$ cat src/sfn_pkg.sv
`timescale 1ns / 1ps
`default_nettype none
// ----------------------------------------------------------------------------
// sfn_pkg
// shared constants, types and helpers of the 8.3 short name generator
// ----------------------------------------------------------------------------
package sfn_pkg;

    localparam int SHORT_NAME_LEN = 8;
    localparam int EXT_LEN        = 3;
    localparam int SNAP_LEN       = SHORT_NAME_LEN + EXT_LEN;
    localparam int CNT_W          = $clog2(SHORT_NAME_LEN + 1);
    localparam int BEAT_W         = $clog2(SNAP_LEN);
    localparam int ECNT_W         = $clog2(EXT_LEN + 1);

    localparam logic [7:0] CH_DOT     = 8'h2E;
    localparam logic [7:0] CH_SPACE   = 8'h20;
    localparam logic [7:0] CH_LOWER_A = 8'h61;
    localparam logic [7:0] CH_LOWER_Z = 8'h7A;
    localparam logic [7:0] CH_UPPER_A = 8'h41;

    typedef struct packed {
        logic                           invalid;
        logic [SNAP_LEN-1:0][7:0]       bytes;
    } t_snap;

    function automatic logic [7:0] to_upper(input logic [7:0] c);
        logic [7:0] r;
        r = c;
        if (c >= CH_LOWER_A && c <= CH_LOWER_Z) begin
            r = c - CH_LOWER_A + CH_UPPER_A;
        end
        return r;
    endfunction

endpackage
`default_nettype wire

$ cat src/sfn_accum.sv
`timescale 1ns / 1ps
`default_nettype none
// ----------------------------------------------------------------------------
// sfn_accum
// collects name and extension bytes, builds the short name on the last beat
// ----------------------------------------------------------------------------
module sfn_accum (
    input  wire logic          i_clk,
    input  wire logic          i_rst_n,
    input  wire logic          i_beat,
    input  wire logic [7:0]    i_byte,
    input  wire logic          i_last,
    output logic               o_load,
    output sfn_pkg::t_snap     o_snap
);
    import sfn_pkg::*;

    logic [SHORT_NAME_LEN-1:0][7:0] r_kept;
    logic [CNT_W-1:0]               r_cnt;
    logic [CNT_W-1:0]               r_cad;
    logic                           r_dot;
    logic [EXT_LEN-1:0][7:0]        r_ext;
    logic [ECNT_W-1:0]              r_ecnt;
    logic                           r_first;
    logic                           r_swd;

    logic [SHORT_NAME_LEN-1:0][7:0] n_kept;
    logic [CNT_W-1:0]               n_cnt;
    logic [CNT_W-1:0]               n_cad;
    logic                           n_dot;
    logic [EXT_LEN-1:0][7:0]        n_ext;
    logic [ECNT_W-1:0]              n_ecnt;
    logic                           n_swd;
    logic                           is_dot;
    logic                           kept_wr;
    logic                           ext_wr;
    logic [CNT_W-1:0]               name_len;

    assign is_dot  = (i_byte == CH_DOT);
    assign kept_wr = !is_dot && (i_byte != CH_SPACE) && (r_cnt < CNT_W'(SHORT_NAME_LEN));
    assign ext_wr  = !is_dot && r_dot && (r_ecnt < ECNT_W'(EXT_LEN));

    always_comb begin
        n_kept = r_kept;
        n_ext  = r_ext;
        n_cnt  = r_cnt;
        n_cad  = r_cad;
        n_dot  = r_dot || is_dot;
        n_ecnt = r_ecnt;
        n_swd  = r_swd || (r_first && is_dot);
        for (int i = 0; i < SHORT_NAME_LEN; i++) begin
            if (kept_wr && r_cnt == CNT_W'(i)) begin
                n_kept[i] = i_byte;
            end
        end
        if (kept_wr) begin
            n_cnt = r_cnt + 1'b1;
        end
        if (is_dot) begin
            n_cad  = r_cnt;
            n_ecnt = '0;
            for (int j = 0; j < EXT_LEN; j++) begin
                n_ext[j] = CH_SPACE;
            end
        end else if (ext_wr) begin
            for (int j = 0; j < EXT_LEN; j++) begin
                if (r_ecnt == ECNT_W'(j)) begin
                    n_ext[j] = i_byte;
                end
            end
            n_ecnt = r_ecnt + 1'b1;
        end
    end

    assign name_len = n_dot ? n_cad : n_cnt;

    always_comb begin
        o_snap.invalid = n_swd;
        for (int i = 0; i < SHORT_NAME_LEN; i++) begin
            o_snap.bytes[i] = (CNT_W'(i) < name_len) ? to_upper(n_kept[i]) : CH_SPACE;
        end
        for (int j = 0; j < EXT_LEN; j++) begin
            o_snap.bytes[SHORT_NAME_LEN + j] = to_upper(n_ext[j]);
        end
    end

    assign o_load = i_beat && i_last;

    always_ff @(posedge i_clk) begin
        if (i_beat) begin
            r_kept <= n_kept;
        end
    end

    always_ff @(posedge i_clk) begin
        if (!i_rst_n || (i_beat && i_last)) begin
            r_cnt   <= '0;
            r_cad   <= '0;
            r_dot   <= 1'b0;
            r_ecnt  <= '0;
            r_first <= 1'b1;
            r_swd   <= 1'b0;
            for (int j = 0; j < EXT_LEN; j++) begin
                r_ext[j] <= CH_SPACE;
            end
        end else if (i_beat) begin
            r_cnt   <= n_cnt;
            r_cad   <= n_cad;
            r_dot   <= n_dot;
            r_ecnt  <= n_ecnt;
            r_first <= 1'b0;
            r_swd   <= n_swd;
            r_ext   <= n_ext;
        end
    end

endmodule
`default_nettype wire

$ cat src/sfn_serial.sv
`timescale 1ns / 1ps
`default_nettype none
// ----------------------------------------------------------------------------
// sfn_serial
// holds one finished short name and shifts it out beat by beat
// ----------------------------------------------------------------------------
module sfn_serial (
    input  wire logic           i_clk,
    input  wire logic           i_rst_n,
    input  wire logic           i_load,
    input  wire sfn_pkg::t_snap i_snap,
    output logic                o_free,
    output logic                o_tvalid,
    input  wire logic           i_tready,
    output logic [7:0]          o_tdata,
    output logic                o_tuser,
    output logic                o_tlast
);
    import sfn_pkg::*;

    logic [SNAP_LEN-1:0][7:0] r_bytes;
    logic                     r_invalid;
    logic                     r_valid;
    logic [BEAT_W-1:0]        r_beat;
    logic                     out_beat;

    assign out_beat = r_valid && i_tready;
    assign o_tvalid = r_valid;
    assign o_tuser  = r_invalid;
    assign o_tdata  = r_invalid ? 8'h00 : r_bytes[0];
    assign o_tlast  = r_invalid || (r_beat == BEAT_W'(SNAP_LEN - 1));
    assign o_free   = !r_valid || (out_beat && o_tlast);

    always_ff @(posedge i_clk) begin
        if (i_load) begin
            r_bytes   <= i_snap.bytes;
            r_invalid <= i_snap.invalid;
        end else if (out_beat) begin
            r_bytes   <= r_bytes >> 8;
        end
    end

    always_ff @(posedge i_clk) begin
        if (!i_rst_n) begin
            r_valid <= 1'b0;
            r_beat  <= '0;
        end else if (i_load) begin
            r_valid <= 1'b1;
            r_beat  <= '0;
        end else if (out_beat) begin
            if (o_tlast) begin
                r_valid <= 1'b0;
            end
            r_beat <= r_beat + 1'b1;
        end
    end

endmodule
`default_nettype wire

$ cat src/short_name_from_long_name_core.sv
`timescale 1ns / 1ps
`default_nettype none
// ----------------------------------------------------------------------------
// short_name_from_long_name_core
// turns a long file name, one byte per beat, into an 8.3 short name
// ----------------------------------------------------------------------------
// first result beat appears in the cycle after the last name byte is taken
// throughput: one name byte per cycle; a finished name then drives 11 beats
//   (one for a leading-dot name); bytes of the next name keep flowing, only
//   its last byte waits until the final beat of the previous name leaves
// reset: synchronous active low, clears all control state; kept name bytes
//   are not reset
// ----------------------------------------------------------------------------
module short_name_from_long_name_core (
    input  wire logic       i_clk,
    input  wire logic       i_rst_n,
    input  wire logic       i_s_tvalid,
    output logic            o_s_tready,
    input  wire logic [7:0] i_s_tdata,   // [7:0] name_byte
    input  wire logic       i_s_tlast,
    output logic            o_m_tvalid,
    input  wire logic       i_m_tready,
    output logic [7:0]      o_m_tdata,   // [7:0] short_byte
    output logic            o_m_tuser,   // [0] invalid_name
    output logic            o_m_tlast
);
    import sfn_pkg::*;

    logic  in_beat;
    logic  load;
    logic  free;
    t_snap snap;

    // only a last byte needs the output register to be free
    assign o_s_tready = free || !i_s_tlast;
    assign in_beat    = i_s_tvalid && o_s_tready;

    sfn_accum u_accum (
        .i_clk   (i_clk),
        .i_rst_n (i_rst_n),
        .i_beat  (in_beat),
        .i_byte  (i_s_tdata),
        .i_last  (i_s_tlast),
        .o_load  (load),
        .o_snap  (snap)
    );

    sfn_serial u_serial (
        .i_clk    (i_clk),
        .i_rst_n  (i_rst_n),
        .i_load   (load),
        .i_snap   (snap),
        .o_free   (free),
        .o_tvalid (o_m_tvalid),
        .i_tready (i_m_tready),
        .o_tdata  (o_m_tdata),
        .o_tuser  (o_m_tuser),
        .o_tlast  (o_m_tlast)
    );

endmodule
`default_nettype wire
$ cat config.mk
export PLATFORM = sky130hd
export DESIGN_NAME = short_name_from_long_name_core
export DESIGN_NICKNAME = d
export VERILOG_FILES = /design/src/sfn_pkg.sv /design/src/sfn_accum.sv /design/src/sfn_serial.sv /design/src/short_name_from_long_name_core.sv
export SDC_FILE = /design/constraint.sdc
export NUM_CORES = 1
export LEC_CHECK = 0
export ABC_AREA = 1
export BUFFER_PORTS_ARGS = -buffer_cell sky130_fd_sc_hd__buf_2
export CORE_ASPECT_RATIO = 0.6
export CORE_UTILIZATION = 30
export CTS_CLUSTER_DIAMETER = 60
export DETAILED_ROUTE_END_ITERATION = 16
export PLACE_DENSITY = 0.45
export SKIP_CTS_REPAIR_TIMING = 1
export SYNTH_ARGS = -nofsm -noshare
export SYNTH_HDL_FRONTEND = slang
export SYNTH_HIERARCHICAL = 1
export SYNTH_SLANG_ARGS = --single-unit
export TNS_END_PERCENT = 10
$ cat constraint.sdc
create_clock -name i_clk -period 19.25 [get_ports i_clk]
set_input_delay 3.85 -clock i_clk [delete_from_list [all_inputs] [get_ports i_clk]]
set_output_delay 3.85 -clock i_clk [all_outputs]
set_load 0.01 [all_outputs]
==> flow_summary.yaml, run 1 <==
route:
  totalWireLength_mm: 34.3
  wl_per_cell_um: 16.7
  viasPerCell: 4.61
  vias: 9495
  route.detailed.drc: 0
  drt_iter0_markers: 783
  drt_pass1_iterations: 7
  antenna_left: 0
pwr:
  power_leakage_nw: 6.08
  totalPowerFinal_mw: 1.08
  powerDensity_nw_per_um2: 86.2
  irDropWorstVdd_v: 0.0000611
sta:
  finalSetupViolCount: 0
  rsz0062_at_grt: "false"
  period_needed_ns: 8.23
  final.period_utilization_pct: 42.8
  slew_viol_final: 0
  clock.fmax_ghz: 0.121
  fin_skew_ns: 0.0114
  hold_ws_ns: 0.462
  final.setup.tns_ns: 0
  relSlewSlack_pct: 32.4
  hold_violations: 0
  worst_slew_pin_slew_ns: 1.01
global_routing:
  grt_util_all_layers_pct: 17.8
  overflow: 0
  grt_pass1_vias: 8578
  grt_max_degree: 83
  grt_pass1_wl_mm: 52.6
  grt_antenna_before_repair: 0
setup_path:
  r2r-end: "u_serial/r_bytes[48]"
  cp_common_cell: "nand2_1"
  worstSetupPathType: "in2out"
  start_kind: "primary input"
  path_max_fanout: 2
  rr_worst_depth: 13
  cp_data_required_time_ns: 15.40
  crit_path_max_incr_delay_ns: 0.13
  arrival_ns: 4.38
  r2r_start: "u_serial/r_beat[1]"
  endpoint: "o_s_tready"
  worstPathCellList: "buf_2 -> nand2_1 -> nand2_1 -> inv_1 -> nand2_1 -> buf_2"
  cp-end-kind: "primary output"
  startpoint: "i_m_tready"
  r2r_setup_slack_ns: 14.48
  crit_path_top_delay_cell: "buf_2"
placed_design:
  hpwlAfterDp_mm: 23.5
  place_area_um2: 11900
  place.gp.congestion: 0.850
  dp.cells: 2027
  io_buffer_count: 24
floorplanning:
  core_area_um2: 37800
  rows: 55
  ios: 25
  die_x_um: 256
  dieArea_um2: 39500
  start_util_pct: 30.6
  fp.dieH_um: 154
finish:
  multi_input_area_um2: 4820
  final_nets: 1567
  diodes: 0
  num-fill-cells: 4172
  stdcell_area_um2: 12600
  area_growth_pct: 8.28
  drive_gt1_share_pct: 7.83
  regArea_um2: 5440
  final_cells: 2059
synth:
  yosysSeqAreaShare_pct: 46.9
  synth-edff-count: 153
  syn-num-nets: 1594
  synth-main-ff-cell: "edfxtp_1"
  synth_largest_area_cell: "edfxtp_1"
  synthTopCellsByCount: "nand2_1, inv_1, edfxtp_1"
  synth.most_common_cell: "nand2_1"
  synth.distinct_cells: 36
  avgSynthCellArea_um2: 7.43
  yosysTopAreaCellShare_pct: 39.6
  yosys-top-cells-area: "edfxtp_1, nand2_1, dfxtp_1"
  ys_ff_latch: 195
  syn-cell-area_um2: 11600
  async_reset_ff_share_pct: 0
  syn_inst: 1560
  yosys_warnings: 6
flow_run:
  drv_cap: 0
worst_hold_path:
  worst_hold_path_type: "reg2reg"
  worstHoldStart: "u_accum/r_cad[2]"
clock_network:
  root_buffer: "clkbuf_16"
  clock-sinks: 195
  numCtsBuffers: 17
  htree_levels: 4
  path_clk_slew_ns: 0.07
  cts_tree: "yes"
  clkLatencyLatePin_ns: 0.45
  clockBufferDepth: 2
run_status:
  status: "completed"
-- worst min path at each step --
stage	end	slack [ns]	cells after the start
2_1_floorplan	u_accum/r_cad[3]	0.43	2
3_3_place_gp	u_accum/r_cad[2]	0.45	2
3_5_place_dp	u_accum/r_cad[3]	0.45	2
4_1_cts	u_accum/r_cad[2]	0.46	2
5_1_grt	u_accum/r_cad[0]	0.48	2
6_report	u_accum/r_cad[2]	0.46	2
-- cells by family after synthesis --
group                    share of synthesized area (%)
XOR/XNOR                                        0.0756
adder cells (fa/ha/maj)                           2.27
flip-flops                                        46.9
buffers and inverters                             11.7
AND/OR/NAND/NOR                                   31.9
AO/OA/AOI/OAI                                     7.19
-- power by group --
part | internal (mW) | switching [mW]
sequential | 0.494 | 0.0118
clock | 0.235 | 0.168
combinational | 0.0464 | 0.127
total | 0.776 | 0.306
-- worst max-delay path, delay by kind of cell --
| kind | cells | cell delay (ns) |
|---|---|---|
| simple gates | 3 | 0.19 |
| buf+inv | 3 | 0.35 |
-- layout make-up --
| cell class | instances | area share [%] |
|---|---|---|
| repair buffers | 31 | 1.38 |
| multi-input cells | 1066 | 38.4 |
| inverters | 222 | 6.66 |
| clock inverters | 8 | 1.17 |
| well taps | 513 | 5.11 |
| flip-flops and latches | 195 | 43.3 |
| clock buffers | 24 | 4.00 |
-- registers in the layout (all words and copies together) (netlist names), 2 cells and up --
signal,cells
u_serial/r_bytes,88
u_accum/r_kept,64
u_accum/r_ext,24
u_accum/r_cad,4
u_accum/r_cnt,4
u_serial/r_beat,4
u_accum/r_ecnt,2
-- metrics by stage --
step	util, %	setup WS [ns]
final	33.2	11.02
after global routing	33.2	10.96
after CTS	33.2	11.01
after detailed placement	31.5	11.01
after global placement	31.5	10.99
after floorplan	-	10.23
-- metal layers --
metal  GRT usage [%]  routed length (um)  up-vias  share of wire (%)
met5               0                   0        -                  0
met4            3.42                 248        0               0.72
met3            3.83                2400       17                7.0
met2            22.7               12400      237                 36
met1            29.3               19200     4389                 56
li1                -                   -     4852                  -
-- placed cells by master (no fill, tap or decap) --
cell type / synthesis / final
nand4_1: 23 / 23
o21a_1: 5 / 5
o21ai_2: 3 / 3
nand2_2: 15 / 15
ha_1: 21 / 21
inv_2: 10 / 11
clkbuf_8: 0 / 5
nand3_2: 5 / 5
nor3_1: 1 / 1
clkinv_1: 3 / 3
bufinv_16: 0 / 4
xor2_1: 1 / 1
edfxtp_1: 153 / 153
a31oi_4: 1 / 1
inv_1: 208 / 207
buf_4: 29 / 7
buf_2: 17 / 24
nand3_1: 80 / 80
nor2_4: 5 / 5
nand2_8: 2 / 2
a31oi_1: 2 / 2
nand2_4: 3 / 4
a211oi_1: 4 / 4
clkinvlp_4: 0 / 1
a21oi_4: 1 / 2
a21oi_1: 37 / 37
o21ai_1: 13 / 13
clkbuf_1: 19 / 2
dfxtp_1: 42 / 42
nor2_2: 11 / 11
o211ai_1: 3 / 3
clkbuf_16: 0 / 17
nor2_1: 123 / 123
clkinv_4: 0 / 1
o21ai_0: 80 / 80
nand2_1: 625 / 624
o21bai_1: 1 / 1
inv_4: 1 / 1
clkinv_2: 0 / 2
Note: power is estimated with default switching activity, not from simulation.
==> run 2: changes to the inputs <==
--- a/config.mk
+++ b/config.mk
@@ -11,7 +11,7 @@
 export CORE_UTILIZATION = 30
 export CTS_CLUSTER_DIAMETER = 60
 export DETAILED_ROUTE_END_ITERATION = 16
-export PLACE_DENSITY = 0.45
+export PLACE_DENSITY = 0.47
 export SKIP_CTS_REPAIR_TIMING = 1
 export SYNTH_ARGS = -nofsm -noshare
 export SYNTH_HDL_FRONTEND = slang
==> constraint.sdc (replaced) <==
create_clock -name i_clk -period 7.35 [get_ports i_clk]
set_input_delay 1.47 -clock i_clk [delete_from_list [all_inputs] [get_ports i_clk]]
set_output_delay 1.47 -clock i_clk [all_outputs]
set_load 0.01 [all_outputs]
==> run 2 against run 1 <==
  * Cell count about the same
  * Die area unchanged
  * Sequential power increased to 2.6 times the previous value
  * Critical path depth increased by 12
  * Global-route usage increased by 0.16 points
  * First-iteration DRC count increased by 4.3%
  * Setup slack got worse by 8.2 ns
  * Clock skew decreased by 0.0022 ns
  * Non-clock buffer count decreased by 2
  * Utilization decreased by 0.21 points
  * Critical path type is now in2reg
  * Highest routed layer unchanged
==> flow_summary.yaml, run 2 (same netlist as run 1, synthesis figures left out) <==
run_status:
  status: "completed"
global_routing:
  grt_pass1_vias: 8863
  grt_max_degree: 64
  grt_util_all_layers_pct: 17.9
  overflow: 0
  grt_antenna_before_repair: 1
  grt_pass1_wl_mm: 53.5
floorplanning:
  core_area_um2: 37800
  ios: 25
  rows: 55
  start_util_pct: 30.6
  fp.dieH_um: 154
  dieArea_um2: 39500
  die_x_um: 256
route:
  drt_iter0_markers: 817
  wl_per_cell_um: 16.8
  vias: 9556
  drt_pass1_iterations: 5
  viasPerCell: 4.65
  route.detailed.drc: 0
  antenna_left: 0
  totalWireLength_mm: 34.5
finish:
  final_cells: 2057
  largest_register_ffs: 88
  num-fill-cells: 4117
  stdcell_area_um2: 12500
  area_growth_pct: 7.59
  largest_register: "u_serial/r_bytes"
  layout_common_cells: "nand2_1, inv_1, edfxtp_1, nor2_1"
  post-route-util_pct: 33.0
  final_common_cell: "nand2_1"
  drive_gt1_share_pct: 7.84
  diodes: 0
  reg_top3: "u_serial/r_bytes x88, u_accum/r_kept x64, u_accum/r_ext x24"
  final_nets: 1565
sta:
  fin_skew_ns: 0.00919
  relSlewSlack_pct: 39.2
  period_needed_ns: 4.51
  rsz0062_at_grt: "false"
  clock.fmax_ghz: 0.222
  final.setup.tns_ns: 0
  hold_violations: 0
  final.period_utilization_pct: 61.3
  finalSetupViolCount: 0
  slew_viol_final: 0
  fin_ws_ns: 2.84
  hold_ws_ns: 0.461
  worst_slew_pin_slew_ns: 0.912
placed_design:
  place_area_um2: 11900
  dp.cells: 2025
  post-place-ws_ns: 2.38
  hpwlAfterDp_mm: 24.4
  io_buffer_count: 24
  place.gp.congestion: 0.878
setup_path:
  arrival_ns: 4.72
  start_kind: "primary input"
  cp-end-kind: "flop"
  cp_data_required_time_ns: 7.56
  path_max_fanout: 59
  worstSetupPathType: "in2reg"
worst_hold_path:
  worst_hold_path_type: "reg2reg"
pwr:
  irDropWorstVdd_v: 0.000172
  power_leakage_nw: 6.03
  powerDensity_nw_per_um2: 219
  totalPowerFinal_mw: 2.73
clock_network:
  clockBufferDepth: 2
  path_clk_slew_ns: 0.08
  clock-sinks: 195
  cts_tree: "yes"
  htree_levels: 4
  clkLatencyLatePin_ns: 0.46
  numCtsBuffers: 17
  root_buffer: "clkbuf_16"
flow_run:
  drv_cap: 0
run 2: worst paths after layout:
check / from / end / slack (ns) / cells past startpoint
hold / removal: u_accum/r_cad[3] / u_accum/r_cad[3] / 0.46 / 2
hold reg to reg: u_accum/r_cad[3] / u_accum/r_cad[3] / 0.46 / 2
setup / recovery: i_s_tdata[3] / u_serial/r_bytes[7] / 2.84 / 18
setup reg to reg: u_serial/r_beat[1] / u_serial/r_bytes[83] / 3.64 / 12
run 2: layout make-up:
class	instances	area, um2	area share [%]
sequential	195	5440	43.6
multi-input combinational	1066	4820	38.6
inverter	222	836	6.70
tap	513	642	5.15
clock buffer	20	489	3.92
timing repair buffer	29	158	1.26
clock inverter	12	93.8	0.752
run 2: power by group:
part	internal, mW	switching [mW]	leakage (nW)	total [mW]
registers	1.29	0.0299	1.82	1.32
logic	0.121	0.337	3.93	0.458
clock network	0.487	0.460	0.280	0.947
run 2: per-layer routing:
layer	up-vias	routed length (um)	track usage [%]
met5	-	0	0
met4	0	421	4.59
met3	27	2460	4.56
met2	251	12400	22.5
met1	4431	19200	29.0
li1	4847	-	-
run 2: critical path, cell delays in order:
cell,delay [ns]
buf_2,0.16
inv_1,0.51
nor2_1,0.08
nand2_1,0.08
nand2_1,0.08
nand2_4,0.55
nand2_1,0.48
o21ai_1,0.45
inv_1,0.09
ha_1,0.22
inv_1,0.05
nand2_1,0.04
nand2_1,0.07
nand4_1,0.09
nand2_1,0.08
nor2_1,0.04
nand2_1,0.06
nand2_1,0.05
==> run 3: changes to the inputs <==
--- a/config.mk
+++ b/config.mk
@@ -11,7 +11,7 @@
 export CORE_UTILIZATION = 30
 export CTS_CLUSTER_DIAMETER = 60
 export DETAILED_ROUTE_END_ITERATION = 16
-export PLACE_DENSITY = 0.47
+export PLACE_DENSITY = 0.45
 export SKIP_CTS_REPAIR_TIMING = 1
 export SYNTH_ARGS = -nofsm -noshare
 export SYNTH_HDL_FRONTEND = slang
==> constraint.sdc (replaced) <==
create_clock -name i_clk -period 4.5 [get_ports i_clk]
set_input_delay 0.9 -clock i_clk [delete_from_list [all_inputs] [get_ports i_clk]]
set_output_delay 0.9 -clock i_clk [all_outputs]
set_load 0.01 [all_outputs]
==> run 3 against run 2 <==
  * Flip-flop and latch count stayed put
  * Clock-buffer cell count is 1 higher
  * Cell count is 0.78% higher
  * Critical endpoint is now u_serial/r_bytes[78]
  * Largest cell class unchanged
==> flow_summary.yaml, run 3 (same netlist as run 1, synthesis figures left out) <==
finish:
  area_growth_pct: 8.84
  largest_register: "u_serial/r_bytes"
  layout_common_cells: "nand2_1, inv_1, edfxtp_1, nor2_1"
  diodes: 0
  largest_register_ffs: 88
  final_nets: 1581
  drive_gt1_share_pct: 8.78
  final_common_cell: "nand2_1"
  num-fill-cells: 4068
  reg_top3: "u_serial/r_bytes x88, u_accum/r_kept x64, u_accum/r_ext x24"
route:
  route.detailed.drc: 0
  vias: 9482
  viasPerCell: 4.57
  totalWireLength_mm: 34.1
  wl_per_cell_um: 16.5
  antenna_left: 0
  drt_iter0_markers: 860
  drt_pass1_iterations: 7
pwr:
  power_leakage_nw: 6.11
  irDropWorstVdd_v: 0.000279
  powerDensity_nw_per_um2: 353
sta:
  clock.fmax_ghz: 0.314
  final.setup.tns_ns: 0
  fin_skew_ns: 0.0130
  hold_violations: 0
  period_needed_ns: 3.18
  finalSetupViolCount: 0
  slew_viol_final: 0
  relSlewSlack_pct: 44.9
  final.period_utilization_pct: 70.7
  fin_ws_ns: 1.32
  rsz0062_at_grt: "false"
  worst_slew_pin_slew_ns: 0.825
clock_network:
  numCtsBuffers: 17
  clockBufferDepth: 2
  path_clk_slew_ns: 0.08
  root_buffer: "clkbuf_16"
  clock-sinks: 195
  cts_tree: "yes"
  clkLatencyLatePin_ns: 0.46
  htree_levels: 4
floorplanning:
  core_area_um2: 37800
  ios: 25
  dieArea_um2: 39500
  fp.dieH_um: 154
  die_x_um: 256
  rows: 55
  start_util_pct: 30.6
setup_path:
  cp_data_required_time_ns: 4.71
  path_max_fanout: 23
  path_buf_inv: 3
  rr_worst_depth: 16
  cp_top_family: "simple AND/OR/NAND/NOR gates"
  worstPathCellList: "buf_2 -> inv_1 -> nand2_1 -> nor2_1 -> nand2_4 -> nand3_1 -> buf_4 -> nand2_1 -> nand2_1 -> nand2_1 -> o21ai_0 -> nand3_1 -> nand3_1 -> nand2_1 -> nand2_1 -> nand2_1"
  crit_path_top_delay_cell: "inv_1"
  worst-path-stages: 16
  start_kind: "primary input"
  cp_common_cell: "nand2_1"
  arrival_ns: 3.40
  crit_path_max_incr_delay_ns: 0.38
  worstSetupPathType: "in2reg"
  cp-end-kind: "flop"
worst_hold_path:
  worst_hold_path_type: "reg2reg"
  hold-path-cell-count: 2
global_routing:
  grt_pass1_wl_mm: 53.1
  grt_pass1_vias: 8720
  overflow: 0
  grt_util_all_layers_pct: 17.8
  grt_antenna_before_repair: 1
  grt_max_degree: 115
flow_run:
  drv_cap: 0
placed_design:
  io_buffer_count: 24
  hpwlAfterDp_mm: 24.3
  post-place-ws_ns: 0.844
  place.gp.congestion: 0.880
run_status:
  status: "completed"
run 3: cell types whose count changed in the layout (fill, tap and decap cells not counted), sizes merged:
cell,change
buf,+16
clkinv,-3
clkbuf,+1
clkinvlp,+1
inv,+1
run 3: stage by stage:
step | total power, mW | hold WS (ns) | area [um2] | utilization [%] | instances
after floorplan | 2.73 | 0.434 | 11600 | - | 1560
after global placement | 2.95 | 0.449 | 12000 | 31.8 | 2041
after detailed placement | 2.95 | 0.456 | 12000 | 31.8 | 2041
after CTS | 4.50 | 0.468 | 12600 | 33.3 | 2073
after global routing | 4.69 | 0.493 | 12600 | 33.3 | 2073
final | 4.45 | 0.468 | 12600 | 33.3 | 2073
run 3: routing by layer:
layer | vias to the layer above | global-route usage (%) | share of wire [%]
li1 | 4866 | - | -
met1 | 4357 | 29.7 | 56
met2 | 236 | 22.5 | 36
met3 | 23 | 3.11 | 7.1
met4 | 0 | 4.25 | 1.0
met5 | - | 0 | 0
run 3: path summary, 6_finish.rpt:
| check | start | end | slack, ns |
|---|---|---|---|
| setup reg to reg | u_accum/r_cnt[0] | u_serial/r_bytes[7] | 1.56 |
| setup / recovery | i_s_tdata[0] | u_serial/r_bytes[78] | 1.32 |
| hold / removal | u_accum/r_cad[0] | u_accum/r_cad[0] | 0.47 |
| hold reg to reg | u_accum/r_cad[0] | u_accum/r_cad[0] | 0.47 |
run 3: worst register-to-register path, cell delays in order, from the launching register on:
cell and delay [ns]:
dfxtp_1 0.37, inv_1 0.19, ha_1 0.18, inv_1 0.08, nor2_2 0.37, nand2_1 0.31, o21ai_1 0.37, inv_1 0.08
ha_1 0.22, inv_1 0.05, nand2_1 0.04, nand2_1 0.07, nand4_1 0.09, nand2_1 0.09, nor2_1 0.05, nand2_1 0.06
nand2_1 0.07
run 3: where the power goes:
group          leakage (nW)  total [mW]  internal (mW)  switching (mW)
sequential             1.82        2.16           2.11          0.0519
combinational          4.01       0.749          0.208           0.540
clock                 0.276        1.54          0.796           0.743
total                  6.11        4.45           3.12            1.33
run 3: final cells by class:
| cell class | count | area (um2) | share of cell area, % |
|---|---|---|---|
| tap | 513 | 642 | 5.09 |
| clock inverter | 11 | 91.3 | 0.724 |
| timing repair buffer | 45 | 303 | 2.40 |
| sequential | 195 | 5440 | 43.1 |
| inverter | 222 | 836 | 6.62 |
| multi-input combinational | 1066 | 4820 | 38.2 |
| clock buffer | 21 | 492 | 3.90 |
